[src/rtl/tpc_pkg.sv]
// Shared types and constants of the tape pulse codec.
package tpc_pkg;

    typedef logic [1:0] t_mode;

    localparam t_mode MODE_STOP = 2'd0;
    localparam t_mode MODE_PLAY = 2'd1;
    localparam t_mode MODE_REC  = 2'd2;

    localparam logic [1:0] FUNC_CTRL = 2'd0;
    localparam logic [1:0] FUNC_EDGE = 2'd1;
    localparam logic [1:0] FUNC_PLAY = 2'd2;

    localparam logic [2:0] BTN_STOP    = 3'd0;
    localparam logic [2:0] BTN_PLAY    = 3'd1;
    localparam logic [2:0] BTN_RECORD  = 3'd2;
    localparam logic [2:0] BTN_REWIND  = 3'd3;
    localparam logic [2:0] BTN_FORWARD = 3'd4;

    localparam logic [1:0] KIND_STATUS = 2'd0;
    localparam logic [1:0] KIND_RECORD = 2'd1;
    localparam logic [1:0] KIND_PULSE  = 2'd2;
    localparam logic [1:0] KIND_EOT    = 2'd3;

    localparam logic [1:0] CFG_VERSION   = 2'd0;
    localparam logic [1:0] CFG_PROTECT   = 2'd1;
    localparam logic [1:0] CFG_IMAGE     = 2'd2;
    localparam logic [1:0] CFG_INIT_LEN  = 2'd3;

    localparam logic [31:0] SHORT_MAX    = 32'd2040;
    localparam logic [31:0] MIN_GAP      = 32'd8;
    localparam logic [23:0] LONG_MAX     = 24'hffffff;
    localparam logic signed [25:0] OVERFLOW_LEN = 26'sd8192;

    typedef struct packed {
        logic [1:0]         func;
        logic               motor;
        logic [2:0]         button_code;
        logic [31:0]        edge_cycle;
        logic [7:0]         tape_byte;
        logic               end_of_tape;
        logic signed [10:0] leftover_cycles;
    } t_in_item;

    typedef struct packed {
        logic [1:0]  out_kind;
        logic [7:0]  record_byte;
        logic [23:0] pulse_cycles;
        logic        last_of_run;
        t_mode       drive_mode;
        logic [31:0] tape_position;
        logic [31:0] tape_length;
    } t_result;

    typedef struct packed {
        t_mode drive;
        t_mode button;
        logic  motor;
        logic  run_busy;
    } t_core_status;

endpackage

[src/rtl/tpc_in_if.sv]
// Input item channel of the tape pulse codec.
interface tpc_in_if;
    logic               valid;
    logic               ready;
    logic [1:0]         func;
    logic               motor;
    logic [2:0]         button_code;
    logic [31:0]        edge_cycle;
    logic [7:0]         tape_byte;
    logic               end_of_tape;
    logic signed [10:0] leftover_cycles;

    modport source (
        output valid, func, motor, button_code, edge_cycle, tape_byte, end_of_tape,
               leftover_cycles,
        input  ready
    );
    modport sink (
        input  valid, func, motor, button_code, edge_cycle, tape_byte, end_of_tape,
               leftover_cycles,
        output ready
    );
endinterface

[src/rtl/tpc_out_if.sv]
// Result item channel of the tape pulse codec.
interface tpc_out_if;
    logic        valid;
    logic        ready;
    logic [1:0]  out_kind;
    logic [7:0]  record_byte;
    logic [23:0] pulse_cycles;
    logic        last_of_run;
    logic [1:0]  drive_mode;
    logic [31:0] tape_position;
    logic [31:0] tape_length;

    modport source (
        output valid, out_kind, record_byte, pulse_cycles, last_of_run, drive_mode,
               tape_position, tape_length,
        input  ready
    );
    modport sink (
        input  valid, out_kind, record_byte, pulse_cycles, last_of_run, drive_mode,
               tape_position, tape_length,
        output ready
    );
endinterface

[src/rtl/tpc_cfg_if.sv]
// Configuration write channel of the tape pulse codec.
interface tpc_cfg_if;
    logic        valid;
    logic        ready;
    logic [1:0]  index;
    logic [31:0] data;

    modport source (output valid, index, data, input ready);
    modport sink (input valid, index, data, output ready);
endinterface

[src/rtl/tpc_in_reg.sv]
// Input register stage that holds one accepted item for the core.
module tpc_in_reg
    import tpc_pkg::*;
(
    input  logic       i_clk,
    input  logic       i_rst_n,
    tpc_in_if.sink     i_in,
    input  logic       i_take,
    output logic       o_valid,
    output t_in_item   o_item
);

    logic     r_valid;
    t_in_item r_item;
    logic     accept;

    assign i_in.ready = !r_valid || i_take;
    assign accept     = i_in.valid && i_in.ready;

    always_ff @(posedge i_clk) begin
        if (!i_rst_n) begin
            r_valid <= 1'b0;
        end else if (accept) begin
            r_valid <= 1'b1;
        end else if (i_take) begin
            r_valid <= 1'b0;
        end
    end

    always_ff @(posedge i_clk) begin
        if (accept) begin
            r_item.func            <= i_in.func;
            r_item.motor           <= i_in.motor;
            r_item.button_code     <= i_in.button_code;
            r_item.edge_cycle      <= i_in.edge_cycle;
            r_item.tape_byte       <= i_in.tape_byte;
            r_item.end_of_tape     <= i_in.end_of_tape;
            r_item.leftover_cycles <= i_in.leftover_cycles;
        end
    end

    assign o_valid = r_valid;
    assign o_item  = r_item;

endmodule

[src/rtl/tpc_core.sv]
// Drive state, pulse decoding, edge encoding and the result register.
module tpc_core
    import tpc_pkg::*;
(
    input  logic         i_clk,
    input  logic         i_rst_n,
    input  logic         i_item_valid,
    input  t_in_item     i_item,
    output logic         o_item_take,
    input  logic         i_cfg_we,
    input  logic [1:0]   i_cfg_index,
    input  logic [31:0]  i_cfg_data,
    output logic         o_result_valid,
    output t_result      o_result,
    input  logic         i_result_ready,
    output t_core_status o_status
);

    function automatic t_mode drive_of(input logic img, input logic mot, input t_mode btn);
        t_mode d;
        d = MODE_STOP;
        if (img && mot && btn == MODE_PLAY) begin
            d = MODE_PLAY;
        end else if (img && mot && btn == MODE_REC) begin
            d = MODE_REC;
        end
        return d;
    endfunction

    // Configuration registers.
    logic r_version, r_protect, r_image;

    // Drive state.
    logic              r_motor, n_motor;
    t_mode             r_button, n_button;
    t_mode             r_drive, n_drive;
    logic [31:0]       r_pos, n_pos;
    logic [31:0]       r_len, n_len;
    logic [31:0]       r_last_edge, n_last_edge;
    logic              r_first_edge, n_first_edge;
    logic signed [25:0] r_accum, n_accum;
    logic [1:0]        r_phase, n_phase;

    // Pending record bytes of a long gap, low byte first.
    logic [1:0]  r_run_cnt, n_run_cnt;
    logic [23:0] r_run_bytes, n_run_bytes;

    logic    r_out_valid;
    t_result r_out, n_out;

    logic               can_fire, take, emit_run;
    logic [31:0]        pos_inc, len_upd, gap;
    logic [23:0]        gap_sat;
    logic               motor_chg, press_chg, pressed;
    t_mode              press_code, mid_drive, fin_drive;
    logic signed [25:0] left_ext, pulse_sum;
    logic               pulse_done;

    assign can_fire    = !r_out_valid || i_result_ready;
    assign take        = can_fire && (r_run_cnt == 2'd0) && i_item_valid;
    assign emit_run    = can_fire && (r_run_cnt != 2'd0);
    assign o_item_take = take;

    assign pos_inc  = r_pos + 32'd1;
    assign len_upd  = (pos_inc > r_len) ? pos_inc : r_len;
    assign gap      = i_item.edge_cycle - r_last_edge;
    assign gap_sat  = (gap[31:24] != 8'd0) ? LONG_MAX : gap[23:0];
    assign left_ext = 26'(i_item.leftover_cycles);

    always_comb begin
        n_motor      = r_motor;
        n_button     = r_button;
        n_drive      = r_drive;
        n_pos        = r_pos;
        n_len        = r_len;
        n_last_edge  = r_last_edge;
        n_first_edge = r_first_edge;
        n_accum      = r_accum;
        n_phase      = r_phase;
        n_run_cnt    = r_run_cnt;
        n_run_bytes  = r_run_bytes;
        motor_chg    = 1'b0;
        press_chg    = 1'b0;
        pressed      = 1'b0;
        press_code   = MODE_STOP;
        mid_drive    = r_drive;
        fin_drive    = r_drive;
        pulse_sum    = '0;
        pulse_done   = 1'b0;
        n_out        = '0;
        n_out.out_kind    = KIND_STATUS;
        n_out.last_of_run = 1'b1;

        if (emit_run) begin
            n_pos             = pos_inc;
            n_len             = len_upd;
            n_run_cnt         = r_run_cnt - 2'd1;
            n_run_bytes       = r_run_bytes >> 8;
            n_out.out_kind    = KIND_RECORD;
            n_out.record_byte = r_run_bytes[7:0];
            n_out.last_of_run = (r_run_cnt == 2'd1);
        end else if (take) begin
            case (i_item.func)
                FUNC_CTRL: begin
                    // Motor first, then the button, each re-evaluating the drive.
                    motor_chg = (r_motor != i_item.motor);
                    n_motor   = i_item.motor;
                    mid_drive = drive_of(r_image, n_motor, r_button);
                    if (i_item.button_code <= BTN_RECORD) begin
                        pressed    = 1'b1;
                        press_code = i_item.button_code[1:0];
                    end else if (i_item.button_code == BTN_REWIND ||
                                 i_item.button_code == BTN_FORWARD) begin
                        pressed    = 1'b1;
                        press_code = MODE_STOP;
                        if (r_image) begin
                            n_pos = (i_item.button_code == BTN_REWIND) ? 32'd0 : r_len;
                        end
                    end
                    press_chg = pressed && (r_button != press_code);
                    if (press_chg) begin
                        n_button = (press_code == MODE_REC && r_protect) ? MODE_STOP
                                                                          : press_code;
                    end
                    fin_drive = drive_of(r_image, n_motor, n_button);
                    if (press_chg) begin
                        n_drive = fin_drive;
                    end else if (motor_chg) begin
                        n_drive = mid_drive;
                    end
                    if ((motor_chg && mid_drive != MODE_PLAY) ||
                        (press_chg && fin_drive != MODE_PLAY)) begin
                        n_accum = -26'sd1;
                        n_phase = 2'd0;
                    end
                    if (motor_chg || press_chg) begin
                        n_first_edge = 1'b1;
                    end
                    if (i_item.button_code == BTN_REWIND ||
                        i_item.button_code == BTN_FORWARD) begin
                        n_accum = -26'sd1;
                        n_phase = 2'd0;
                    end
                end
                FUNC_EDGE: begin
                    if (r_image && r_drive == MODE_REC && !r_first_edge) begin
                        n_last_edge = i_item.edge_cycle;
                        if (gap >= MIN_GAP) begin
                            n_pos          = pos_inc;
                            n_len          = len_upd;
                            n_out.out_kind = KIND_RECORD;
                            if (gap <= SHORT_MAX) begin
                                n_out.record_byte = gap[10:3];
                            end else if (r_version) begin
                                // Overflow code, then three length bytes.
                                n_run_cnt         = 2'd3;
                                n_run_bytes       = gap_sat;
                                n_out.last_of_run = 1'b0;
                            end
                        end
                    end else if (r_image && r_drive == MODE_REC) begin
                        n_last_edge  = i_item.edge_cycle;
                        n_first_edge = 1'b0;
                    end
                end
                FUNC_PLAY: begin
                    if (r_image && r_drive == MODE_PLAY) begin
                        if (i_item.end_of_tape) begin
                            n_button       = MODE_STOP;
                            n_drive        = drive_of(r_image, r_motor, MODE_STOP);
                            n_accum        = -26'sd1;
                            n_phase        = 2'd0;
                            n_first_edge   = 1'b1;
                            n_out.out_kind = KIND_EOT;
                        end else begin
                            n_pos = pos_inc;
                            case (r_phase)
                                2'd0: begin
                                    if (i_item.tape_byte != 8'd0) begin
                                        pulse_sum  = left_ext +
                                                     {15'd0, i_item.tape_byte, 3'd0};
                                        pulse_done = 1'b1;
                                    end else if (r_version) begin
                                        n_accum = left_ext;
                                        n_phase = 2'd1;
                                    end else begin
                                        pulse_sum  = left_ext + OVERFLOW_LEN;
                                        pulse_done = 1'b1;
                                    end
                                end
                                2'd1: begin
                                    n_accum = r_accum + {18'd0, i_item.tape_byte};
                                    n_phase = 2'd2;
                                end
                                2'd2: begin
                                    n_accum = r_accum + {10'd0, i_item.tape_byte, 8'd0};
                                    n_phase = 2'd3;
                                end
                                default: begin
                                    pulse_sum  = r_accum + {2'd0, i_item.tape_byte, 16'd0};
                                    pulse_done = 1'b1;
                                end
                            endcase
                            if (pulse_done) begin
                                // Negative totals clamp to an immediate pulse.
                                n_accum = pulse_sum[25] ? 26'sd0 : pulse_sum;
                                n_phase = 2'd0;
                                n_out.out_kind     = KIND_PULSE;
                                n_out.pulse_cycles = n_accum[23:0];
                            end
                        end
                    end
                end
                default: begin
                end
            endcase
        end

        n_out.drive_mode    = n_drive;
        n_out.tape_position = n_pos;
        n_out.tape_length   = n_len;

        // A length write restarts the tape at its beginning.
        if (i_cfg_we && i_cfg_index == CFG_INIT_LEN) begin
            n_pos = 32'd0;
            n_len = i_cfg_data;
        end
    end

    always_ff @(posedge i_clk) begin
        if (!i_rst_n) begin
            r_version    <= 1'b1;
            r_protect    <= 1'b1;
            r_image      <= 1'b0;
            r_motor      <= 1'b0;
            r_button     <= MODE_STOP;
            r_drive      <= MODE_STOP;
            r_pos        <= 32'd0;
            r_len        <= 32'd0;
            r_last_edge  <= 32'd0;
            r_first_edge <= 1'b1;
            r_accum      <= -26'sd1;
            r_phase      <= 2'd0;
            r_run_cnt    <= 2'd0;
            r_out_valid  <= 1'b0;
        end else begin
            r_motor      <= n_motor;
            r_button     <= n_button;
            r_drive      <= n_drive;
            r_pos        <= n_pos;
            r_len        <= n_len;
            r_last_edge  <= n_last_edge;
            r_first_edge <= n_first_edge;
            r_accum      <= n_accum;
            r_phase      <= n_phase;
            r_run_cnt    <= n_run_cnt;
            if (take || emit_run) begin
                r_out_valid <= 1'b1;
            end else if (i_result_ready) begin
                r_out_valid <= 1'b0;
            end
            if (i_cfg_we) begin
                case (i_cfg_index)
                    CFG_VERSION:  r_version <= i_cfg_data[0];
                    CFG_PROTECT:  r_protect <= i_cfg_data[0];
                    CFG_IMAGE:    r_image   <= i_cfg_data[0];
                    default: begin
                    end
                endcase
            end
        end
    end

    always_ff @(posedge i_clk) begin
        r_run_bytes <= n_run_bytes;
        if (take || emit_run) begin
            r_out <= n_out;
        end
    end

    assign o_result_valid   = r_out_valid;
    assign o_result         = r_out;
    assign o_status.drive    = r_drive;
    assign o_status.button   = r_button;
    assign o_status.motor    = r_motor;
    assign o_status.run_busy = (r_run_cnt != 2'd0);

endmodule

[src/rtl/tape_pulse_codec.sv]
// Top level of the tape pulse codec: input register, core and result channel.
//
// The codec models a cassette drive working on raw pulse images. Control items
// set the motor level and the pressed button; the drive plays or records only
// while an image is mounted, the motor is on and the matching button is down.
// During playback each image byte turns into the length of the next read pulse,
// including the long 24-bit form of format version 1, and end of tape stops the
// drive. During recording the time between write edges is coded into image bytes,
// reported one result item at a time. Every accepted item yields between one and
// four result items; the last one carries last_of_run. Each result also reports
// the drive mode, the tape position and the tape length as they stand after it.
// An accepted item is held in the input register and its first result is then
// loaded into the result register, from which it can be taken. The core writes
// one result per cycle into the result register while the result side takes
// them, so a long recorded gap in version 1 occupies it for its four results,
// while every other item has a single result. With the result side always ready,
// a new item is accepted every cycle except while the bytes of a long gap are
// pending. A stalled result holds the item in the input register, which takes a
// further item only while it is empty. Configuration writes are taken in every
// cycle and are meant to be issued only while no item is in flight.
module tape_pulse_codec
    import tpc_pkg::*;
(
    input  logic       i_clk,
    input  logic       i_rst_n,
    tpc_in_if.sink     i_in,
    tpc_cfg_if.sink    i_cfg,
    tpc_out_if.source  o_out
);

    logic         item_valid;
    logic         item_take;
    t_in_item     item;
    logic         result_valid;
    t_result      result;
    t_core_status status;

    tpc_in_reg u_in_reg (
        .i_clk   (i_clk),
        .i_rst_n (i_rst_n),
        .i_in    (i_in),
        .i_take  (item_take),
        .o_valid (item_valid),
        .o_item  (item)
    );

    // The register file never stalls a write.
    assign i_cfg.ready = 1'b1;

    tpc_core u_core (
        .i_clk          (i_clk),
        .i_rst_n        (i_rst_n),
        .i_item_valid   (item_valid),
        .i_item         (item),
        .o_item_take    (item_take),
        .i_cfg_we       (i_cfg.valid),
        .i_cfg_index    (i_cfg.index),
        .i_cfg_data     (i_cfg.data),
        .o_result_valid (result_valid),
        .o_result       (result),
        .i_result_ready (o_out.ready),
        .o_status       (status)
    );

    assign o_out.valid         = result_valid;
    assign o_out.out_kind      = result.out_kind;
    assign o_out.record_byte   = result.record_byte;
    assign o_out.pulse_cycles  = result.pulse_cycles;
    assign o_out.last_of_run   = result.last_of_run;
    assign o_out.drive_mode    = result.drive_mode;
    assign o_out.tape_position = result.tape_position;
    assign o_out.tape_length   = result.tape_length;

    // A running drive always matches the held button with the motor on.
    a_drive_matches: assert property (@(posedge i_clk) disable iff (!i_rst_n)
        status.drive != MODE_STOP |-> status.drive == status.button && status.motor)
        else $error("drive runs without matching button and motor");

    // Pending record bytes only exist behind a result still on the output.
    a_run_behind_out: assert property (@(posedge i_clk) disable iff (!i_rst_n)
        status.run_busy |-> o_out.valid)
        else $error("pending record bytes with an empty result register");

    // Once a result is taken while bytes are pending, the next is a record byte.
    a_run_next_rec: assert property (@(posedge i_clk) disable iff (!i_rst_n)
        status.run_busy && o_out.valid && o_out.ready |=>
            o_out.valid && o_out.out_kind == KIND_RECORD)
        else $error("long gap bytes not delivered in sequence");

    // A pulse is only ever produced while the drive keeps playing.
    a_pulse_in_play: assert property (@(posedge i_clk) disable iff (!i_rst_n)
        o_out.valid && o_out.out_kind == KIND_PULSE |-> o_out.drive_mode == MODE_PLAY)
        else $error("pulse reported outside playback");

endmodule
[src/flat_wrapper.sv]
// flat-port wrapper written by rule: the top's interface ports become plain ports
module tape_pulse_codec_flat import tpc_pkg::*;
  (i_clk, i_rst_n, i_in_valid, i_in_func, i_in_motor, i_in_button_code, i_in_edge_cycle, i_in_tape_byte, i_in_end_of_tape, i_in_leftover_cycles, i_in_ready, i_cfg_valid, i_cfg_index, i_cfg_data, i_cfg_ready, o_out_valid, o_out_out_kind, o_out_record_byte, o_out_pulse_cycles, o_out_last_of_run, o_out_drive_mode, o_out_tape_position, o_out_tape_length, o_out_ready);
  tpc_in_if i_in_i ();
  tpc_cfg_if i_cfg_i ();
  tpc_out_if o_out_i ();
  input  logic i_clk;
  input  logic i_rst_n;
  input wire logic [$bits(i_in_i.valid)-1:0] i_in_valid;
  input wire logic [$bits(i_in_i.func)-1:0] i_in_func;
  input wire logic [$bits(i_in_i.motor)-1:0] i_in_motor;
  input wire logic [$bits(i_in_i.button_code)-1:0] i_in_button_code;
  input wire logic [$bits(i_in_i.edge_cycle)-1:0] i_in_edge_cycle;
  input wire logic [$bits(i_in_i.tape_byte)-1:0] i_in_tape_byte;
  input wire logic [$bits(i_in_i.end_of_tape)-1:0] i_in_end_of_tape;
  input wire logic [$bits(i_in_i.leftover_cycles)-1:0] i_in_leftover_cycles;
  output wire logic [$bits(i_in_i.ready)-1:0] i_in_ready;
  input wire logic [$bits(i_cfg_i.valid)-1:0] i_cfg_valid;
  input wire logic [$bits(i_cfg_i.index)-1:0] i_cfg_index;
  input wire logic [$bits(i_cfg_i.data)-1:0] i_cfg_data;
  output wire logic [$bits(i_cfg_i.ready)-1:0] i_cfg_ready;
  output wire logic [$bits(o_out_i.valid)-1:0] o_out_valid;
  output wire logic [$bits(o_out_i.out_kind)-1:0] o_out_out_kind;
  output wire logic [$bits(o_out_i.record_byte)-1:0] o_out_record_byte;
  output wire logic [$bits(o_out_i.pulse_cycles)-1:0] o_out_pulse_cycles;
  output wire logic [$bits(o_out_i.last_of_run)-1:0] o_out_last_of_run;
  output wire logic [$bits(o_out_i.drive_mode)-1:0] o_out_drive_mode;
  output wire logic [$bits(o_out_i.tape_position)-1:0] o_out_tape_position;
  output wire logic [$bits(o_out_i.tape_length)-1:0] o_out_tape_length;
  input wire logic [$bits(o_out_i.ready)-1:0] o_out_ready;
  assign i_in_i.valid = i_in_valid;
  assign i_in_i.func = i_in_func;
  assign i_in_i.motor = i_in_motor;
  assign i_in_i.button_code = i_in_button_code;
  assign i_in_i.edge_cycle = i_in_edge_cycle;
  assign i_in_i.tape_byte = i_in_tape_byte;
  assign i_in_i.end_of_tape = i_in_end_of_tape;
  assign i_in_i.leftover_cycles = i_in_leftover_cycles;
  assign i_in_ready = i_in_i.ready;
  assign i_cfg_i.valid = i_cfg_valid;
  assign i_cfg_i.index = i_cfg_index;
  assign i_cfg_i.data = i_cfg_data;
  assign i_cfg_ready = i_cfg_i.ready;
  assign o_out_valid = o_out_i.valid;
  assign o_out_out_kind = o_out_i.out_kind;
  assign o_out_record_byte = o_out_i.record_byte;
  assign o_out_pulse_cycles = o_out_i.pulse_cycles;
  assign o_out_last_of_run = o_out_i.last_of_run;
  assign o_out_drive_mode = o_out_i.drive_mode;
  assign o_out_tape_position = o_out_i.tape_position;
  assign o_out_tape_length = o_out_i.tape_length;
  assign o_out_i.ready = o_out_ready;
  tape_pulse_codec u_core (.i_clk(i_clk), .i_rst_n(i_rst_n), .i_in(i_in_i), .i_cfg(i_cfg_i), .o_out(o_out_i));
endmodule
[config.mk]
export PLATFORM = sky130hd
export DESIGN_NAME = tape_pulse_codec_flat
export DESIGN_NICKNAME = d
export VERILOG_FILES = /design/src/rtl/tpc_pkg.sv /design/src/rtl/tpc_in_if.sv /design/src/rtl/tpc_out_if.sv /design/src/rtl/tpc_cfg_if.sv /design/src/rtl/tpc_in_reg.sv /design/src/rtl/tpc_core.sv /design/src/rtl/tape_pulse_codec.sv /design/src/flat_wrapper.sv
export SDC_FILE = /design/constraint.sdc
export NUM_CORES = 1
export LEC_CHECK = 0
export ABC_AREA = 0
export BUFFER_PORTS_ARGS = -buffer_cell sky130_fd_sc_hd__clkbuf_2
export CAP_MARGIN = 20
export CORE_MARGIN = 1
export CORE_UTILIZATION = 55
export DETAILED_ROUTE_END_ITERATION = 6
export PLACE_DENSITY_LB_ADDON = 0.25
export SKIP_LAST_GASP = 1
export SLEW_MARGIN = 20
export SYNTH_ARGS = -nofsm -noshare
export SYNTH_HDL_FRONTEND = slang
export SYNTH_SLANG_ARGS = --single-unit
[constraint.sdc]
create_clock -name i_clk -period 8.3 [get_ports i_clk]
set_clock_uncertainty 0.05 [all_clocks]
set_input_delay 1.245 -clock i_clk [delete_from_list [all_inputs] [get_ports i_clk]]
set_output_delay 1.245 -clock i_clk [all_outputs]
set_load 0.01 [all_outputs]
==> impl_summary.txt <==
----------------------------------------------------
[Placement]
  Cell count after placement ... 3029
  Final weighted congestion in routability-driven placement ... 0.9949
  Worst Setup Slack post-DPL ... 2.636 ns
  Detailed Place HPWL ... 45420 um
  Port Buffer Count ... 199
  Cell area after placement ... 21910 um^2

[Critical path]
  Worst-path cell chain ... ha_1, and4_1, and4_1, and3_1, nand3_1, xnor2_1, ha_1, and4_1, nand4_1, nor4_1, nor4bb_1, a221oi_1, a211oi_1, o21a_2, buf_4, o21ai_0
  Worst path arrival time ... 6.11 ns
  Endpoint type of the worst setup path ... flop
  CP bufs+invs ... 1
  Cell type of the slowest stage on the worst timing path ... o21a_2
  Critical path startpoint category ... flop
  Maximum cell stage delay along the critical path ... 0.65 ns
  Dominant cell type by count on the critical path ... and4_1
  Worst Path Class, Setup ... reg2reg
  Worst EP required ... 8.55 ns
  Critical path's top delay family ... simple AND/OR/NAND/NOR gates
  Highest net fanout along the worst path ... 38

[Power]
  Total power per unit cell area ... 294.3 nW/um^2
  Worst supply voltage drop on vdd ... 0.2057 mV
  Leakage ... 8.713 nW
  Final Total Pwr ... 6.833 mW
  Reported net switching power ... 2.673 mW
  Flop pwr share ... 0.369
  Power share of the combinational group ... 0.373
  Switching Fraction ... 0.3912
  Internal Power ... 4.159 mW
  Share of power burned in the clock network ... 0.258

[Floorplan]
  X dimension of the die ... 196.1 um
  Number of placement rows ... 70
  Die boundary height ... 196.1 um
  Initial cell density of the core ... 0.5618
  Area of the die ... 38450 um^2
  Top-level port count ... 201
  Area of the placeable core ... 36870 um^2

[STA]
  Count of final max-slew check failures ... 0
  Final Cycle Share ... 0.7060
  Max transition margin ... 0.2030
  Post-route setup TNS ... 0 ns
  Slew at the pin with the worst max-slew slack ... 1.193 ns
  Time the worst path needs with I/O delays and setup ... 5.860 ns
  Setup-violating endpoint count in the final report ... 0
  RSZ-0062 raised after global routing ... false
  FMAX ... 170.6 MHz
  Hold Violations, Final ... 0
  Worst Setup Slack, final ... 2.440 ns

[CTS]
  Maximum number of buffers from clock root to sink ... 3
  Clock Pin Slew Worst Setup and Hold Paths ... 0.06 ns
  Maximum level of the CTS H-tree ... 2
  Number of resized instances in the post-cts repair step ... 0
  Root Buffer ... clkbuf_16
  TritonCTS clock tree ... yes
  Number of buffers inserted during clock tree synthesis ... 37
  CTS sink count ... 320
  Post-CTS Setup Repair Bufs ... 0
  Number of buffers inserted by hold repair at cts ... 0
  Worst skew pair latency ... 0.57 ns

[Min path]
  Hold Crit Class ... reg2reg

[Route]
  Number of vias after detailed routing ... 19563
  Wire per inst ... 20.96 um
  Initial drt markers ... 2233
  Post-route antenna net violation count ... 0
  Count of unresolved DRC violations after routing ... 6
  First-pass iteration count of the detailed router ... 7
  Drt total wl ... 64940 um
  Mean number of vias per cell ... 6.315

[Synth]
  Register bit count reported by yosys ... 320
  Post-synthesis cell count ... 2470
  Area share of and/or/nand/nor cells after synthesis ... 0.2034
  Post-synth ARST share ... 0
  Leading area contributor after synthesis ... edfxtp_1
  Complex-gate fraction of the synthesized area ... 0.2180
  Synth Area in XOR/XNOR ... 0.04312
  Number of distinct standard cells referenced by the synthesized netlist ... 87
  Share of synthesized cell area in full adder, half adder and majority cells ... 0.07006
  Total nets after synthesis ... 2680
  Mapped cell area ... 20720 um^2
  Yosys synthesis warning count ... 0
  Share of Yosys cell area claimed by the top area cell type ... 0.2537
  Post-synthesis sequential area ratio ... 0.3938
  Number of flops mapped to enable cells by yosys ... 175
  Mean cell area of the mapped netlist ... 8.387 um^2
  Share of synthesized area spent on multiplexers ... 0.01872
  Dominant combinational cell family by area after synthesis ... compound AO/OA/AOI/OAI gates
  Primary FF master, synth ... edfxtp_1
  Dominant cells by area after synthesis ... edfxtp_1, dfxtp_1, ha_1

[Status]
  Violations in the final reports ... DRC
  Outcome ... complete, but fails checks

[Global routing]
  Aggregate global routing overflow ... 0
  Wire length of the first global-routing pass ... 100500 um
  Maximum number of pins on one net before global-route repair ... 70
  Global Route Usage Sum ... 0.3323
  Antenna violations before repair ... 0
  Vias in the first global route ... 18527

[Finish]
  Net count, final ... 2775
  Fraction of final layout cells with drive strength greater than 1 ... 0.1284
  Antenna diode instance count ... 0
  Fin cells ... 3098
  Syn-to-layout area delta ... 12.07%
  Post-route cell area ... 23220 um^2

[Job]
  Max-capacitance violation count ... 0

----------------------------------------------------
==> power groups by stage <==
stage	combinational (mW)	sequential [mW]	clock, mW
6_report	2.55	2.52	1.76
4_1_cts	2.51	2.52	1.78
3_5_place_dp	2.49	2.55	0
2_1_floorplan	1.62	2.56	0
5_1_grt	2.76	2.56	1.84
3_3_place_gp	2.43	2.54	0
==> cells in the mapped netlist, drive strengths merged (35+ instances only) <==
| library cell | instances |
|---|---|
| clkbuf | 150 |
| nor2 | 187 |
| nand4 | 53 |
| a21o | 37 |
| nand3 | 153 |
| inv | 105 |
| mux2i | 35 |
| a21oi | 189 |
| xnor2 | 75 |
| nor3 | 48 |
| edfxtp | 175 |
| a211oi | 37 |
| dfxtp | 145 |
| nand2 | 318 |
| ha | 108 |
| o21ai | 208 |
==> cell type report <==
cell class / count / area (um^2)
clock buffers: 49 / 1044
clock inverters: 19 / 256.5
fillers: 3220 / 13660
inverters: 105 / 394.1
multi-input cells: 1871 / 11510
flip-flops and latches: 320 / 8158
well taps: 504 / 630.6
repair buffers: 230 / 1226
==> per-stage QoR <==
step                        util  hold slack [ns]
after floorplan                -           0.3863
after detailed placement  0.5943           0.3972
final                     0.6297           0.4028
after CTS                 0.6295           0.4051
after global placement    0.5942           0.3923
after global routing      0.6297           0.4246
==> per-layer routing <==
layer	wire [um]	global-route usage	vias to the layer above	share of wire
met2	30150	0.5368	913	0.46
met1	26040	0.4161	9249	0.40
met5	0	0	-	0
met3	4746	0.05639	211	0.073
li1	-	-	9190	-
met4	3991	0.2040	0	0.061
==> worst register-to-register path, stage by stage (launching register included) <==
cell and delay [ns]:
dfxtp_1 0.50, ha_1 0.37, and4_1 0.36, and4_1 0.43
and3_1 0.30, nand3_1 0.21, xnor2_1 0.41, ha_1 0.21
and4_1 0.18, nand4_1 0.17, nor4_1 0.31, nor4bb_1 0.39
a221oi_1 0.17, a211oi_1 0.32, o21a_2 0.65, buf_4 0.42
o21ai_0 0.15
==> cell families after synthesis <==
logic type / after synthesis
multiplexers: 38
buffers and inverters: 279
adder cells (fa/ha/maj): 113
flip-flops: 320
AND/OR/NAND/NOR: 901
XOR/XNOR: 102
other: 1
AO/OA/AOI/OAI: 716
==> registers in the layout (all words and copies together) (netlist names), 24 cells and up <==
signal	count
u_core.u_core.r_pos	32
u_core.u_core.r_last_edge	32
u_core.u_core.r_len	32
u_core.u_core.r_run_bytes	24
u_core.u_in_reg.o_item	58
u_core.u_core.r_accum	26
u_core.u_core.o_result	101
==> placed cells by master (no fill, tap or decap), types with 39 or more instances in the layout <==
| master | n |
|---|---|
| inv_1 | 104 |
| edfxtp_1 | 175 |
| clkbuf_16 | 39 |
| xnor2_1 | 75 |
| o21ai_0 | 191 |
| nor3_1 | 48 |
| a21oi_1 | 186 |
| nand4_1 | 53 |
| nand3_1 | 153 |
| nor2_1 | 184 |
| ha_1 | 108 |
| clkbuf_2 | 200 |
| nand2_1 | 316 |
| dfxtp_1 | 145 |
==> final timing paths <==
kind                                              startpoint                                          to  slack, ns  depth (start not counted)
setup / recovery           u_core.u_core.r_pos[0]$_SDFF_PP0_        u_core.u_core.o_result[17]$_DFFE_PN_       2.44                         16
hold / removal    u_core.u_core.r_last_edge[18]$_SDFFE_PN0P_  u_core.u_core.r_last_edge[18]$_SDFFE_PN0P_       0.40                          2
setup reg to reg           u_core.u_core.r_pos[0]$_SDFF_PP0_        u_core.u_core.o_result[17]$_DFFE_PN_       2.44                         16
hold reg to reg   u_core.u_core.r_last_edge[18]$_SDFFE_PN0P_  u_core.u_core.r_last_edge[18]$_SDFFE_PN0P_       0.40                          2
Note: power is estimated with default switching activity, not from simulation.
